<file path="src/hw/rtl/midi_clock_tempo_pulse_generator_macros.svh">
// assertion macros for the midi clock tempo pulse generator
`ifndef MIDI_CLOCK_TEMPO_PULSE_GENERATOR_MACROS_SVH
`define MIDI_CLOCK_TEMPO_PULSE_GENERATOR_MACROS_SVH

// property that must hold at every edge out of reset
`define MCTP_ASSERT_ALWAYS(lbl, prop, msg) \
  lbl: assert property (@(posedge clk) disable iff (!rst_n) (prop)) else $error(msg);

// antecedent in one cycle implies consequent in the next
`define MCTP_ASSERT_NEXT(lbl, ante, cons, msg) \
  lbl: assert property (@(posedge clk) disable iff (!rst_n) (ante) |=> (cons)) else $error(msg);

`endif

</file>
<file path="src/hw/rtl/mctp_pkg.sv">
// shared types and constants for the midi clock tempo pulse generator
`default_nettype none

package mctp_pkg;

  localparam int unsigned TICKS_PER_BEAT_DEF = 24;

  localparam logic [31:0] SILENCE_RESET   = 32'd500000;
  localparam logic [31:0] BEAT_RESET      = 32'd500000;
  localparam logic [7:0]  PULSE_TICKS_RST = 8'd24;
  localparam logic [31:0] GAP_MIN_RESET   = 32'hFFFF_FFFF;

  localparam int unsigned QUEUE_DEPTH = 4;
  localparam int unsigned QCNT_W      = $clog2(QUEUE_DEPTH + 1);
  localparam int unsigned QPTR_W      = $clog2(QUEUE_DEPTH);
  localparam int unsigned CFG_IDX_W   = 8;

  typedef enum logic [2:0] {
    MODE_TICK       = 3'd0,
    MODE_START      = 3'd1,
    MODE_CONTINUE   = 3'd2,
    MODE_STOP       = 3'd3,
    MODE_IDLE_CHECK = 3'd4,
    MODE_SET_DIV    = 3'd5
  } mode_t;

  typedef enum logic [CFG_IDX_W-1:0] {
    CFG_CLOCK_SILENCE = 8'd0,
    CFG_DEFAULT_BEAT  = 8'd1
  } cfg_idx_t;

  typedef struct packed {
    logic        free_run;
    logic [31:0] since_last_pulse_us;
    logic [31:0] beat_interval_us;
    logic [15:0] ticks_counted;
    logic [31:0] min_gap_us;
    logic [31:0] max_gap_us;
  } result_t;

  typedef struct packed {
    logic proc_en;
    logic hold_active;
    logic param_change;
  } core_status_t;

endpackage

`default_nettype wire

</file>
<file path="src/hw/rtl/mctp_ifs.sv">
// valid/ready channel interfaces: event input, pulse output, register writes
`default_nettype none

interface mctp_in_if;
  logic        valid;
  logic        ready;
  logic [2:0]  mode;
  logic [31:0] time_us;
  logic [7:0]  new_ticks_per_pulse;

  modport source(output valid, mode, time_us, new_ticks_per_pulse, input ready);
  modport sink(input valid, mode, time_us, new_ticks_per_pulse, output ready);
endinterface

interface mctp_out_if;
  logic        valid;
  logic        ready;
  logic        free_run;
  logic [31:0] since_last_pulse_us;
  logic [31:0] beat_interval_us;
  logic [15:0] ticks_counted;
  logic [31:0] min_gap_us;
  logic [31:0] max_gap_us;

  modport source(output valid, free_run, since_last_pulse_us, beat_interval_us,
                 ticks_counted, min_gap_us, max_gap_us, input ready);
  modport sink(input valid, free_run, since_last_pulse_us, beat_interval_us,
               ticks_counted, min_gap_us, max_gap_us, output ready);
endinterface

interface mctp_cfg_if;
  logic                           valid;
  logic                           ready;
  logic [mctp_pkg::CFG_IDX_W-1:0] index;
  logic [31:0]                    data;

  modport source(output valid, index, data, input ready);
  modport sink(input valid, index, data, output ready);
endinterface

`default_nettype wire

</file>
<file path="src/hw/rtl/mctp_interval.sv">
// free-run pulse interval: beat length per tick times ticks per pulse, two stages
`default_nettype none

module mctp_interval #(
  parameter int unsigned TICKS_PER_BEAT = mctp_pkg::TICKS_PER_BEAT_DEF
) (
  input  wire logic        clk,
  input  wire logic [31:0] beat_length_i,
  input  wire logic [7:0]  pulse_ticks_i,
  output logic      [31:0] interval_o
);

  localparam int unsigned DIV_SHIFT = $clog2(TICKS_PER_BEAT);
  // ceil(2^(32+shift) / ticks) gives the exact quotient for every 32-bit beat length
  localparam logic [32:0] RECIP =
    33'(((65'd1 << (32 + DIV_SHIFT)) + 65'(TICKS_PER_BEAT) - 65'd1) / 65'(TICKS_PER_BEAT));

  logic [31:0] beat_div_r;
  logic [31:0] beat_div_nxt;
  logic [64:0] scaled;
  logic [39:0] product;
  logic [31:0] interval_r;

  // divide by ticks per beat as a reciprocal multiply and shift
  assign scaled       = {33'd0, beat_length_i} * {32'd0, RECIP};
  assign beat_div_nxt = 32'(scaled >> (32 + DIV_SHIFT));
  assign product      = {8'd0, beat_div_r} * {32'd0, pulse_ticks_i};

  always_ff @(posedge clk) begin
    beat_div_r <= beat_div_nxt;
    interval_r <= product[31:0];
  end

  assign interval_o = interval_r;

endmodule

`default_nettype wire

</file>
<file path="src/hw/rtl/mctp_out_queue.sv">
// small result queue between the event core and the pulse output channel
`default_nettype none

module mctp_out_queue (
  input  wire logic                          clk,
  input  wire logic                          rst_n,
  input  wire logic                          push_i,
  input  wire mctp_pkg::result_t             data_i,
  output logic      [mctp_pkg::QCNT_W-1:0]   count_o,
  mctp_out_if.source                         out_chan
);

  mctp_pkg::result_t                 entry_r [mctp_pkg::QUEUE_DEPTH];
  logic [mctp_pkg::QPTR_W-1:0]       wr_ptr_r, wr_ptr_nxt;
  logic [mctp_pkg::QPTR_W-1:0]       rd_ptr_r, rd_ptr_nxt;
  logic [mctp_pkg::QCNT_W-1:0]       count_r, count_nxt;
  logic                              pop;
  mctp_pkg::result_t                 head;

  assign pop  = out_chan.valid && out_chan.ready;
  assign head = entry_r[rd_ptr_r];

  always_comb begin
    wr_ptr_nxt = push_i ? wr_ptr_r + 1'b1 : wr_ptr_r;
    rd_ptr_nxt = pop ? rd_ptr_r + 1'b1 : rd_ptr_r;
    count_nxt  = count_r;
    if (push_i && !pop) begin
      count_nxt = count_r + 1'b1;
    end else if (pop && !push_i) begin
      count_nxt = count_r - 1'b1;
    end
  end

  always_ff @(posedge clk) begin
    if (!rst_n) begin
      wr_ptr_r <= '0;
      rd_ptr_r <= '0;
      count_r  <= '0;
    end else begin
      wr_ptr_r <= wr_ptr_nxt;
      rd_ptr_r <= rd_ptr_nxt;
      count_r  <= count_nxt;
    end
  end

  always_ff @(posedge clk) begin
    if (push_i) begin
      entry_r[wr_ptr_r] <= data_i;
    end
  end

  assign count_o                      = count_r;
  assign out_chan.valid               = (count_r != '0);
  assign out_chan.free_run            = head.free_run;
  assign out_chan.since_last_pulse_us = head.since_last_pulse_us;
  assign out_chan.beat_interval_us    = head.beat_interval_us;
  assign out_chan.ticks_counted       = head.ticks_counted;
  assign out_chan.min_gap_us          = head.min_gap_us;
  assign out_chan.max_gap_us          = head.max_gap_us;

endmodule

`default_nettype wire

</file>
<file path="src/hw/rtl/mctp_core.sv">
// event register, tempo state and pulse decision for one event per cycle unless the input stalls
`default_nettype none

module mctp_core #(
  parameter int unsigned TICKS_PER_BEAT = mctp_pkg::TICKS_PER_BEAT_DEF
) (
  input  wire logic                        clk,
  input  wire logic                        rst_n,
  mctp_in_if.sink                          in_chan,
  mctp_cfg_if.sink                         cfg_chan,
  input  wire logic [31:0]                 interval_i,
  input  wire logic [mctp_pkg::QCNT_W-1:0] q_count_i,
  output logic      [31:0]                 beat_length_o,
  output logic      [7:0]                  pulse_ticks_o,
  output logic                             res_push_o,
  output mctp_pkg::result_t                res_o,
  output mctp_pkg::core_status_t           status_o
);

  localparam logic [7:0] TPB = 8'(TICKS_PER_BEAT);

  // event register
  logic        item_valid_r, item_valid_nxt;
  logic [2:0]  item_mode_r;
  logic [31:0] item_time_r;
  logic [7:0]  item_ntp_r;

  logic [31:0] silence_r, silence_nxt;
  logic [1:0]  hold_r, hold_nxt;

  logic [7:0]  pulse_ticks_r, pulse_ticks_nxt;
  logic [7:0]  tsp_r, tsp_nxt;
  logic [7:0]  tsb_r, tsb_nxt;
  logic [31:0] beat_length_r, beat_length_nxt;
  logic [31:0] last_beat_r, last_beat_nxt;
  logic [31:0] last_clock_r, last_clock_nxt;
  logic [31:0] last_tick_r, last_tick_nxt;
  logic [31:0] last_pulse_r, last_pulse_nxt;
  logic [15:0] tally_r, tally_nxt;
  logic [31:0] gap_min_r, gap_min_nxt;
  logic [31:0] gap_max_r, gap_max_nxt;
  logic        running_r, running_nxt;

  logic        proc_en;
  logic        accept;
  logic [mctp_pkg::QCNT_W:0] occupancy;
  logic [31:0] now;
  logic [31:0] gap;
  logic [31:0] since;
  logic [31:0] gmin, gmax, blen;
  logic [15:0] tally_inc;
  logic [7:0]  tsb_inc, tsp_inc;
  logic        param_change;
  logic        res_push;
  mctp_pkg::result_t res;

  assign proc_en   = item_valid_r && (hold_r == '0);
  // every event in flight may still add one result to the queue
  assign occupancy = {1'b0, q_count_i} + {{mctp_pkg::QCNT_W{1'b0}}, item_valid_r};
  assign in_chan.ready = (!item_valid_r || proc_en)
                         && (occupancy < (mctp_pkg::QCNT_W+1)'(mctp_pkg::QUEUE_DEPTH));
  assign accept    = in_chan.valid && in_chan.ready;
  assign cfg_chan.ready = 1'b1;

  assign now       = item_time_r;
  assign gap       = now - last_tick_r;
  assign since     = (last_pulse_r != '0) ? now - last_pulse_r : '0;
  assign tally_inc = tally_r + 16'd1;
  assign tsb_inc   = tsb_r + 8'd1;
  assign tsp_inc   = tsp_r + 8'd1;

  always_comb begin
    item_valid_nxt = accept ? 1'b1 : (proc_en ? 1'b0 : item_valid_r);
    silence_nxt    = silence_r;
    // a default beat write is ignored; beat length only takes its fixed reset value at reset
    if (cfg_chan.valid && cfg_chan.index == mctp_pkg::CFG_CLOCK_SILENCE) begin
      silence_nxt = cfg_chan.data;
    end
  end

  always_comb begin
    pulse_ticks_nxt = pulse_ticks_r;
    tsp_nxt         = tsp_r;
    tsb_nxt         = tsb_r;
    beat_length_nxt = beat_length_r;
    last_beat_nxt   = last_beat_r;
    last_clock_nxt  = last_clock_r;
    last_tick_nxt   = last_tick_r;
    last_pulse_nxt  = last_pulse_r;
    tally_nxt       = tally_r;
    gap_min_nxt     = gap_min_r;
    gap_max_nxt     = gap_max_r;
    running_nxt     = running_r;
    gmin            = gap_min_r;
    gmax            = gap_max_r;
    blen            = beat_length_r;
    param_change    = 1'b0;
    res_push        = 1'b0;
    res.free_run            = 1'b0;
    res.since_last_pulse_us = since;
    res.beat_interval_us    = beat_length_r;
    res.ticks_counted       = tally_r;
    res.min_gap_us          = gap_min_r;
    res.max_gap_us          = gap_max_r;
    if (proc_en) begin
      unique case (mctp_pkg::mode_t'(item_mode_r))
        mctp_pkg::MODE_TICK: begin
          last_clock_nxt = now;
          last_tick_nxt  = now;
          if (last_tick_r != '0) begin
            if (gap < gmin) gmin = gap;
            if (gap > gmax) gmax = gap;
          end
          tsb_nxt = tsb_inc;
          if (tsb_inc >= TPB) begin
            tsb_nxt       = '0;
            if (last_beat_r != '0) blen = now - last_beat_r;
            last_beat_nxt = now;
            param_change  = 1'b1;
          end
          beat_length_nxt = blen;
          res.beat_interval_us = blen;
          res.ticks_counted    = tally_inc;
          res.min_gap_us       = gmin;
          res.max_gap_us       = gmax;
          tsp_nxt = tsp_inc;
          if (tsp_inc >= pulse_ticks_r) begin
            // tick pulse reports then clears the statistics
            tsp_nxt        = '0;
            res_push       = 1'b1;
            last_pulse_nxt = now;
            tally_nxt      = '0;
            gap_min_nxt    = mctp_pkg::GAP_MIN_RESET;
            gap_max_nxt    = '0;
          end else begin
            tally_nxt   = tally_inc;
            gap_min_nxt = gmin;
            gap_max_nxt = gmax;
          end
        end
        mctp_pkg::MODE_START: begin
          tsb_nxt       = '0;
          tsp_nxt       = '0;
          last_beat_nxt = '0;
          last_tick_nxt = '0;
          tally_nxt     = '0;
          gap_min_nxt   = mctp_pkg::GAP_MIN_RESET;
          gap_max_nxt   = '0;
          running_nxt   = 1'b1;
        end
        mctp_pkg::MODE_CONTINUE: running_nxt = 1'b1;
        mctp_pkg::MODE_STOP:     running_nxt = 1'b0;
        mctp_pkg::MODE_IDLE_CHECK: begin
          if (running_r && (now - last_clock_r) >= silence_r
              && (now - last_pulse_r) >= interval_i) begin
            res_push       = 1'b1;
            res.free_run   = 1'b1;
            last_pulse_nxt = now;
          end
        end
        mctp_pkg::MODE_SET_DIV: begin
          if (item_ntp_r != '0) begin
            pulse_ticks_nxt = item_ntp_r;
            tsp_nxt         = '0;
            param_change    = 1'b1;
          end
        end
        default: ;
      endcase
    end
  end

  // hold events while the interval divide and multiply registers follow beat length or division
  always_comb begin
    if (param_change) begin
      hold_nxt = 2'd2;
    end else if (hold_r != '0) begin
      hold_nxt = hold_r - 2'd1;
    end else begin
      hold_nxt = hold_r;
    end
  end

  always_ff @(posedge clk) begin
    if (!rst_n) begin
      item_valid_r  <= 1'b0;
      silence_r     <= mctp_pkg::SILENCE_RESET;
      hold_r        <= 2'd2;
      pulse_ticks_r <= mctp_pkg::PULSE_TICKS_RST;
      tsp_r         <= '0;
      tsb_r         <= '0;
      beat_length_r <= mctp_pkg::BEAT_RESET;
      last_beat_r   <= '0;
      last_clock_r  <= '0;
      last_tick_r   <= '0;
      last_pulse_r  <= '0;
      tally_r       <= '0;
      gap_min_r     <= mctp_pkg::GAP_MIN_RESET;
      gap_max_r     <= '0;
      running_r     <= 1'b1;
    end else begin
      item_valid_r  <= item_valid_nxt;
      silence_r     <= silence_nxt;
      hold_r        <= hold_nxt;
      pulse_ticks_r <= pulse_ticks_nxt;
      tsp_r         <= tsp_nxt;
      tsb_r         <= tsb_nxt;
      beat_length_r <= beat_length_nxt;
      last_beat_r   <= last_beat_nxt;
      last_clock_r  <= last_clock_nxt;
      last_tick_r   <= last_tick_nxt;
      last_pulse_r  <= last_pulse_nxt;
      tally_r       <= tally_nxt;
      gap_min_r     <= gap_min_nxt;
      gap_max_r     <= gap_max_nxt;
      running_r     <= running_nxt;
    end
  end

  always_ff @(posedge clk) begin
    if (accept) begin
      item_mode_r <= in_chan.mode;
      item_time_r <= in_chan.time_us;
      item_ntp_r  <= in_chan.new_ticks_per_pulse;
    end
  end

  assign beat_length_o         = beat_length_r;
  assign pulse_ticks_o         = pulse_ticks_r;
  assign res_push_o            = res_push;
  assign res_o                 = res;
  assign status_o.proc_en      = proc_en;
  assign status_o.hold_active  = (hold_r != '0);
  assign status_o.param_change = param_change;

endmodule

`default_nettype wire

</file>
<file path="src/hw/rtl/midi_clock_tempo_pulse_generator.sv">
// top level of the midi clock tempo pulse generator
//
//   channel    dir  handshake     carries
//   in_chan    in   valid/ready   mode, time_us, new_ticks_per_pulse
//   out_chan   out  valid/ready   one pulse record per firing event
//   cfg_chan   in   valid/ready   register index and 32-bit data, always ready
//
// one event per cycle unless the input stalls; an event passes the event register,
// then its pulse the result queue; after a beat measurement or a division change
// the next event waits in the event register while the interval divide/multiply
// stages reload; synchronous reset; for the same reason an event taken right after
// reset waits in the event register until those stages have reloaded
// a four-entry result queue absorbs output stalls; input stalls once queued and pending results fill it
`default_nettype none

`include "midi_clock_tempo_pulse_generator_macros.svh"

module midi_clock_tempo_pulse_generator #(
  parameter int unsigned TICKS_PER_BEAT = mctp_pkg::TICKS_PER_BEAT_DEF
) (
  input  wire logic  clk,
  input  wire logic  rst_n,
  mctp_in_if.sink    in_chan,
  mctp_out_if.source out_chan,
  mctp_cfg_if.sink   cfg_chan
);

  logic [31:0]                 interval;
  logic [31:0]                 beat_length;
  logic [7:0]                  pulse_ticks;
  logic [mctp_pkg::QCNT_W-1:0] q_count;
  logic                        res_push;
  mctp_pkg::result_t           res;
  mctp_pkg::core_status_t      status;
  logic                        reload_held;

  mctp_core #(
    .TICKS_PER_BEAT(TICKS_PER_BEAT)
  ) u_core (
    .clk          (clk),
    .rst_n        (rst_n),
    .in_chan      (in_chan),
    .cfg_chan     (cfg_chan),
    .interval_i   (interval),
    .q_count_i    (q_count),
    .beat_length_o(beat_length),
    .pulse_ticks_o(pulse_ticks),
    .res_push_o   (res_push),
    .res_o        (res),
    .status_o     (status)
  );

  mctp_interval #(
    .TICKS_PER_BEAT(TICKS_PER_BEAT)
  ) u_interval (
    .clk          (clk),
    .beat_length_i(beat_length),
    .pulse_ticks_i(pulse_ticks),
    .interval_o   (interval)
  );

  mctp_out_queue u_queue (
    .clk     (clk),
    .rst_n   (rst_n),
    .push_i  (res_push),
    .data_i  (res),
    .count_o (q_count),
    .out_chan(out_chan)
  );

  assign reload_held = status.hold_active && !status.proc_en;

  `MCTP_ASSERT_ALWAYS(a_queue_bound, q_count <= 3'd4, "result queue overflow")
  `MCTP_ASSERT_NEXT(a_push_visible, res_push, out_chan.valid, "pushed pulse not offered")
  `MCTP_ASSERT_NEXT(a_hold_after_change, status.param_change, reload_held, "reload not held")

endmodule

`default_nettype wire
</file>
<file path="src/flat_wrapper.sv">
// flat-port wrapper written by rule: the top's interface ports become plain ports
module midi_clock_tempo_pulse_generator_flat 
#(
  parameter int unsigned TICKS_PER_BEAT = mctp_pkg::TICKS_PER_BEAT_DEF
)
  (clk, rst_n, in_chan_valid, in_chan_mode, in_chan_time_us, in_chan_new_ticks_per_pulse, in_chan_ready, out_chan_valid, out_chan_free_run, out_chan_since_last_pulse_us, out_chan_beat_interval_us, out_chan_ticks_counted, out_chan_min_gap_us, out_chan_max_gap_us, out_chan_ready, cfg_chan_valid, cfg_chan_index, cfg_chan_data, cfg_chan_ready);
  mctp_in_if in_chan_i ();
  mctp_out_if out_chan_i ();
  mctp_cfg_if cfg_chan_i ();
  input  wire logic clk;
  input  wire logic rst_n;
  input wire logic [$bits(in_chan_i.valid)-1:0] in_chan_valid;
  input wire logic [$bits(in_chan_i.mode)-1:0] in_chan_mode;
  input wire logic [$bits(in_chan_i.time_us)-1:0] in_chan_time_us;
  input wire logic [$bits(in_chan_i.new_ticks_per_pulse)-1:0] in_chan_new_ticks_per_pulse;
  output wire logic [$bits(in_chan_i.ready)-1:0] in_chan_ready;
  output wire logic [$bits(out_chan_i.valid)-1:0] out_chan_valid;
  output wire logic [$bits(out_chan_i.free_run)-1:0] out_chan_free_run;
  output wire logic [$bits(out_chan_i.since_last_pulse_us)-1:0] out_chan_since_last_pulse_us;
  output wire logic [$bits(out_chan_i.beat_interval_us)-1:0] out_chan_beat_interval_us;
  output wire logic [$bits(out_chan_i.ticks_counted)-1:0] out_chan_ticks_counted;
  output wire logic [$bits(out_chan_i.min_gap_us)-1:0] out_chan_min_gap_us;
  output wire logic [$bits(out_chan_i.max_gap_us)-1:0] out_chan_max_gap_us;
  input wire logic [$bits(out_chan_i.ready)-1:0] out_chan_ready;
  input wire logic [$bits(cfg_chan_i.valid)-1:0] cfg_chan_valid;
  input wire logic [$bits(cfg_chan_i.index)-1:0] cfg_chan_index;
  input wire logic [$bits(cfg_chan_i.data)-1:0] cfg_chan_data;
  output wire logic [$bits(cfg_chan_i.ready)-1:0] cfg_chan_ready;
  assign in_chan_i.valid = in_chan_valid;
  assign in_chan_i.mode = in_chan_mode;
  assign in_chan_i.time_us = in_chan_time_us;
  assign in_chan_i.new_ticks_per_pulse = in_chan_new_ticks_per_pulse;
  assign in_chan_ready = in_chan_i.ready;
  assign out_chan_valid = out_chan_i.valid;
  assign out_chan_free_run = out_chan_i.free_run;
  assign out_chan_since_last_pulse_us = out_chan_i.since_last_pulse_us;
  assign out_chan_beat_interval_us = out_chan_i.beat_interval_us;
  assign out_chan_ticks_counted = out_chan_i.ticks_counted;
  assign out_chan_min_gap_us = out_chan_i.min_gap_us;
  assign out_chan_max_gap_us = out_chan_i.max_gap_us;
  assign out_chan_i.ready = out_chan_ready;
  assign cfg_chan_i.valid = cfg_chan_valid;
  assign cfg_chan_i.index = cfg_chan_index;
  assign cfg_chan_i.data = cfg_chan_data;
  assign cfg_chan_ready = cfg_chan_i.ready;
  midi_clock_tempo_pulse_generator #(.TICKS_PER_BEAT(TICKS_PER_BEAT)) u_core (.clk(clk), .rst_n(rst_n), .in_chan(in_chan_i), .out_chan(out_chan_i), .cfg_chan(cfg_chan_i));
endmodule
</file>
<file path="config.mk">
export PLATFORM = sky130hd
export DESIGN_NAME = midi_clock_tempo_pulse_generator_flat
export DESIGN_NICKNAME = d
export VERILOG_FILES = /design/src/hw/rtl/mctp_pkg.sv /design/src/hw/rtl/mctp_ifs.sv /design/src/hw/rtl/mctp_interval.sv /design/src/hw/rtl/mctp_out_queue.sv /design/src/hw/rtl/mctp_core.sv /design/src/hw/rtl/midi_clock_tempo_pulse_generator.sv /design/src/flat_wrapper.sv
export VERILOG_INCLUDE_DIRS = /design/src /design/src/hw/rtl
export SDC_FILE = /design/constraint.sdc
export NUM_CORES = 2
export LEC_CHECK = 0
export ABC_AREA = 0
export BUFFER_PORTS_ARGS = -buffer_cell sky130_fd_sc_hd__buf_2
export CAP_MARGIN = 30
export CORE_MARGIN = 2
export CORE_UTILIZATION = 61
export CTS_CLUSTER_DIAMETER = 120
export CTS_CLUSTER_SIZE = 28
export DETAILED_ROUTE_END_ITERATION = 8
export PLACE_DENSITY = 0.79
export SLEW_MARGIN = 20
export SYNTH_ARGS = -nofsm -noshare
export SYNTH_HDL_FRONTEND = slang
export SYNTH_SLANG_ARGS = --single-unit
</file>
<file path="constraint.sdc">
create_clock -name clk -period 12.2 [get_ports clk]
set_input_delay 0.61 -clock clk [delete_from_list [all_inputs] [get_ports clk]]
set_output_delay 0.61 -clock clk [all_outputs]
set_load 0.1 [all_outputs]
</file>
==> summary.txt <==
Clock network
  – # clock sinks: 992
  – Resize count post-CTS: 0
  – Hold_buf cts: 0
  – Max clock buf depth: 3
  – CTS H-tree lvls: 2
  – Worst-path clk slew: 0.12 ns
  – Root Driver: clkbuf_16
  – Setup bufs post-CTS: 0
  – Clock Latency Late Sink: approximately 0.65 ns
  – CTS Buf Count: 41
  – CTS tree: built

Finish
  – Number of fill cells: 8,400
  – Most frequent cells in the layout: inv_1, ha_1, edfxtp_1, fa_1, nand2_1
  – Area Overhead vs Synth: 6.316%
  – Nets: 7,475
  – Finished Cell Area: ~0.072 mm²
  – Commonest non-fill, non-tap cell in the layout: inv_1
  – Layout cells sized above 1: approximately a tenth

Placed design
  – Post-DP HPWL: around 140,000 µm
  – GPL Wtd Cong: about 1
  – IO buf count: 234
  – Placed inst area: 0.07047 mm²

Yosys
  – Post-Syn Nets: 7,308
  – Sequential cell area fraction in the yosys report: 38.64%
  – Synth Cell Area: 0.06753 mm²
  – Post-synthesis cell type count: 92
  – Flops & latches, synth: 992
  – Yosys Warn Count: 0
  – Async SR Flop Fraction: 0%
  – Ys flop type: edfxtp_1
  – Mean area per synthesized cell: 11.20 µm²
  – Synth Instances: ~6,000
  – Post-synth EDFFs: 623

Critical path
  – Slowest library cell on the worst path: nor4_1
  – Crit Path Max Fanout: 11
  – Most common cell on crit path: fa_1
  – Req. time, crit path: between 10 and 15 ns
  – Setup crit end: u_core.u_interval.beat_div_r[14]
  – Crit Path Category: register to register
  – Critical Path Max Stage Delay: between 0.8 and 0.9 ns
  – Worst reg-to-reg setup slack: 4.08 ns
  – Startpoint Class: register
  – Critical path arrival: between 8 and 9 ns
  – R2R Path Start: u_core.u_core.beat_length_o[1]
  – Worst Setup SP: u_core.u_core.beat_length_o[1]
  – Reg2reg end: u_core.u_interval.beat_div_r[14]
  – R2R cell count: 25
  – Kind of end point of the critical path: register

STA
  – Final Critical Period: just over 8 ns
  – Slew margin rel.: 31.72%
  – Fin crit share: 66.54%
  – Max frequency: between 100 and 150 MHz
  – Final setup fails: 0
  – Setup TNS: 0 ns
  – Final setup skew: 0.02096 ns
  – Least-Margin Pin Slew: 1.014 ns
  – RSZ-0062 raised after global routing: no
  – Final hold violation count: 0
  – Fin. max-slew vios: 0

Floorplanning
  – Die Y-Extent: about 340 µm
  – DIE WIDTH: 336.7 µm
  – IO Count: 236
  – Initial cell density of the core: 61.27%
  – Core box area: roughly 0.11 mm²
  – # rows: roughly 120
  – Die ar.: ~0.11 mm²

Global route
  – Largest net degree at the start of global routing: 124
  – First-pass GRT wire length: between 200,000 and 300,000 µm
  – Vias in the first global route: 45,970
  – Gr ovfl total: 0
  – Global Route Usage Sum: 30.76%
  – Initial antenna violation count: 6

Power
  – Sw Share: between 30% and 40%
  – Clock power share: 20.8%
  – IR drop worst, VDD: 0.09967 mV
  – Reg power frac: 45.7%
  – Combinational power share: around 34%
  – Pleak: 29.26 nW
  – Pwr dens: 113.0 mW/mm²
  – Switching power total: 2.956 mW
  – Int Pwr: roughly 5 mW

Detailed routing
  – Drt via density: 5.932
  – Detailed-route DRC error count: 0
  – DR vias: around 46,000
  – Routed WL per cell: 22.43 µm
  – Post-DRT Antenna Nets: 0
  – Drt pass-1 iters: 8
  – Initial DRC count: 4,285
  – Total Wirelength: 173,200 µm

Status
  – Outcome: finished clean

Min path
  – Worst Hold Class: input port to register

Job
  – MaxCap Viol Count: 0
==> worst max-delay path, delay by kind of cell (launching register included) <==
kind,cells,cell delay (ns)
compound gates,5,1.28
xor+xnor,1,0.13
fa+ha+maj,9,4.11
buf+inv,6,0.48
flops,1,0.66
simple gates,4,1.36
==> kinds of logic (layout without fill, tap and decap cells) <==
group,Yosys count,in the layout,share of synthesized area (%)
simple gates,1231,1231,8.760
mux,195,195,5.647
other cells,1,5,0.005553
flops,992,992,38.64
compound gates,1013,1013,9.529
fa+ha+maj,1193,1193,28.16
buf+inv,1211,1411,6.776
xor+xnor,191,191,2.477
==> metal layers <==
metal,global-route usage [%],part of all wire [%]
met1,41.16,40
met2,51.55,48
met3,4.860,7.8
met4,10.05,3.8
met5,0,0.020
==> layout make-up <==
type / instances / area [µm²] / share of cell area (%)
Antenna cell: 4 / 10.01 / 0.01394
Clock buffer: 71 / 1149 / 1.600
Clock inverter: 5 / 62.56 / 0.08714
Inverter: 1031 / 3875 / 5.397
Multi-Input combinational cell: 3824 / 36910 / 51.41
Sequential cell: 992 / 26100 / 36.36
Tap cell: 1488 / 1862 / 2.593
Timing Repair Buffer: 304 / 1822 / 2.537
==> cells in the mapped netlist, drive strengths merged (7+ instances only) <==
| cell type | n | area, µm² |
|---|---|---|
| a31o | 9 | 78.83 |
| a21o | 162 | 1216 |
| nand3b | 10 | 75.07 |
| nor2 | 186 | 700.7 |
| o21ai | 200 | 1005 |
| a221o | 7 | 70.07 |
| xor2 | 61 | 534.3 |
| a211o | 9 | 78.83 |
| nand3 | 79 | 395.4 |
| o31ai | 9 | 72.57 |
| o21a | 27 | 202.7 |
| or3 | 44 | 275.3 |
| a31oi | 18 | 133.9 |
| dfxtp | 369 | 7387 |
| nand2 | 495 | 1858 |
| nand4 | 42 | 262.8 |
| o21bai | 29 | 217.7 |
| nor2b | 65 | 406.6 |
| a21oi | 367 | 1844 |
| a22oi | 17 | 127.6 |
| nor3 | 40 | 200.2 |
| and2 | 135 | 844.6 |
| clkbuf | 140 | 525.5 |
| xnor2 | 130 | 1139 |
| nand2b | 22 | 137.6 |
| o211ai | 28 | 225.2 |
| edfxtp | 623 | 18710 |
| o22a | 28 | 245.2 |
| and3 | 45 | 281.5 |
| ha | 648 | 8108 |
| a22o | 19 | 166.4 |
| buf | 40 | 180.2 |
| inv | 1031 | 3870 |
| mux2i | 12 | 120.1 |
| and4 | 7 | 61.31 |
| mux2 | 38 | 427.9 |
| a211oi | 24 | 190.2 |
| or2 | 13 | 81.33 |
| fa | 545 | 10910 |
| mux4 | 145 | 3266 |
| nor4 | 32 | 200.2 |
| o2111ai | 7 | 67.56 |
==> power by group through the flow <==
| stage | sequential (mW) | combinational (mW) | clock [mW] |
|---|---|---|---|
| after floorplan | 3.75 | 2.03 | 0 |
| after global placement | 3.78 | 2.63 | 0 |
| after detailed placement | 3.78 | 2.68 | 0 |
| after CTS | 3.71 | 2.69 | 1.71 |
| after global routing | 3.72 | 2.93 | 1.82 |
| final | 3.71 | 2.71 | 1.69 |
==> stage by stage <==
stage          hold WS [ns]  util (%)  worst slack (ns)  instances  power (mW)
3_3_place_gp         0.4441     63.86             4.315       7627       6.413
5_1_grt              0.1113     65.13             3.611       7715       8.459
3_5_place_dp         0.4465     63.94             4.216       7633       6.460
4_1_cts              0.1115     65.04             4.150       7709       8.113
6_report             0.1395     65.14             4.082       7719       8.110
2_1_floorplan        0.4323         -            0.9831       6027       5.781
==> registers in the layout, summed over array words and instances (netlist names), named ones only <==
signal / flops
u_core.u_core.beat_length_o: 32
u_core.u_core.gap_max_r: 32
u_core.u_core.gap_min_r: 32
u_core.u_core.hold_r: 2
u_core.u_core.item_mode_r: 3
u_core.u_core.item_ntp_r: 8
u_core.u_core.item_time_r: 32
u_core.u_core.item_valid_r: 1
u_core.u_core.last_beat_r: 32
u_core.u_core.last_clock_r: 32
u_core.u_core.last_pulse_r: 32
u_core.u_core.last_tick_r: 32
u_core.u_core.pulse_ticks_o: 8
u_core.u_core.running_r: 1
u_core.u_core.silence_r: 32
u_core.u_core.tally_r: 16
u_core.u_core.tsb_r: 8
u_core.u_core.tsp_r: 8
u_core.u_interval.beat_div_r: 28
u_core.u_interval.interval_o: 32
u_core.u_queue.count_o: 3
u_core.u_queue.entry_r: 580
u_core.u_queue.rd_ptr_r: 2
u_core.u_queue.wr_ptr_r: 2
==> how the worst min path moves through the flow <==
stage                                  startpoint  slack, ns                             to  cells after the start
global route                  in_chan_time_us[13]       0.11  u_core.u_core.item_time_r[13]                      1
floorplan             u_core.u_core.gap_max_r[30]       0.43    u_core.u_core.gap_max_r[30]                      1
detailed placement    u_core.u_core.silence_r[21]       0.45    u_core.u_core.silence_r[21]                      2
global placement    u_core.u_core.last_clock_r[1]       0.44  u_core.u_core.last_clock_r[1]                      2
CTS                           in_chan_time_us[13]       0.11  u_core.u_core.item_time_r[13]                      1
finish                        in_chan_time_us[13]       0.14  u_core.u_core.item_time_r[13]                      1
Power figures use the tool's default switching activity.
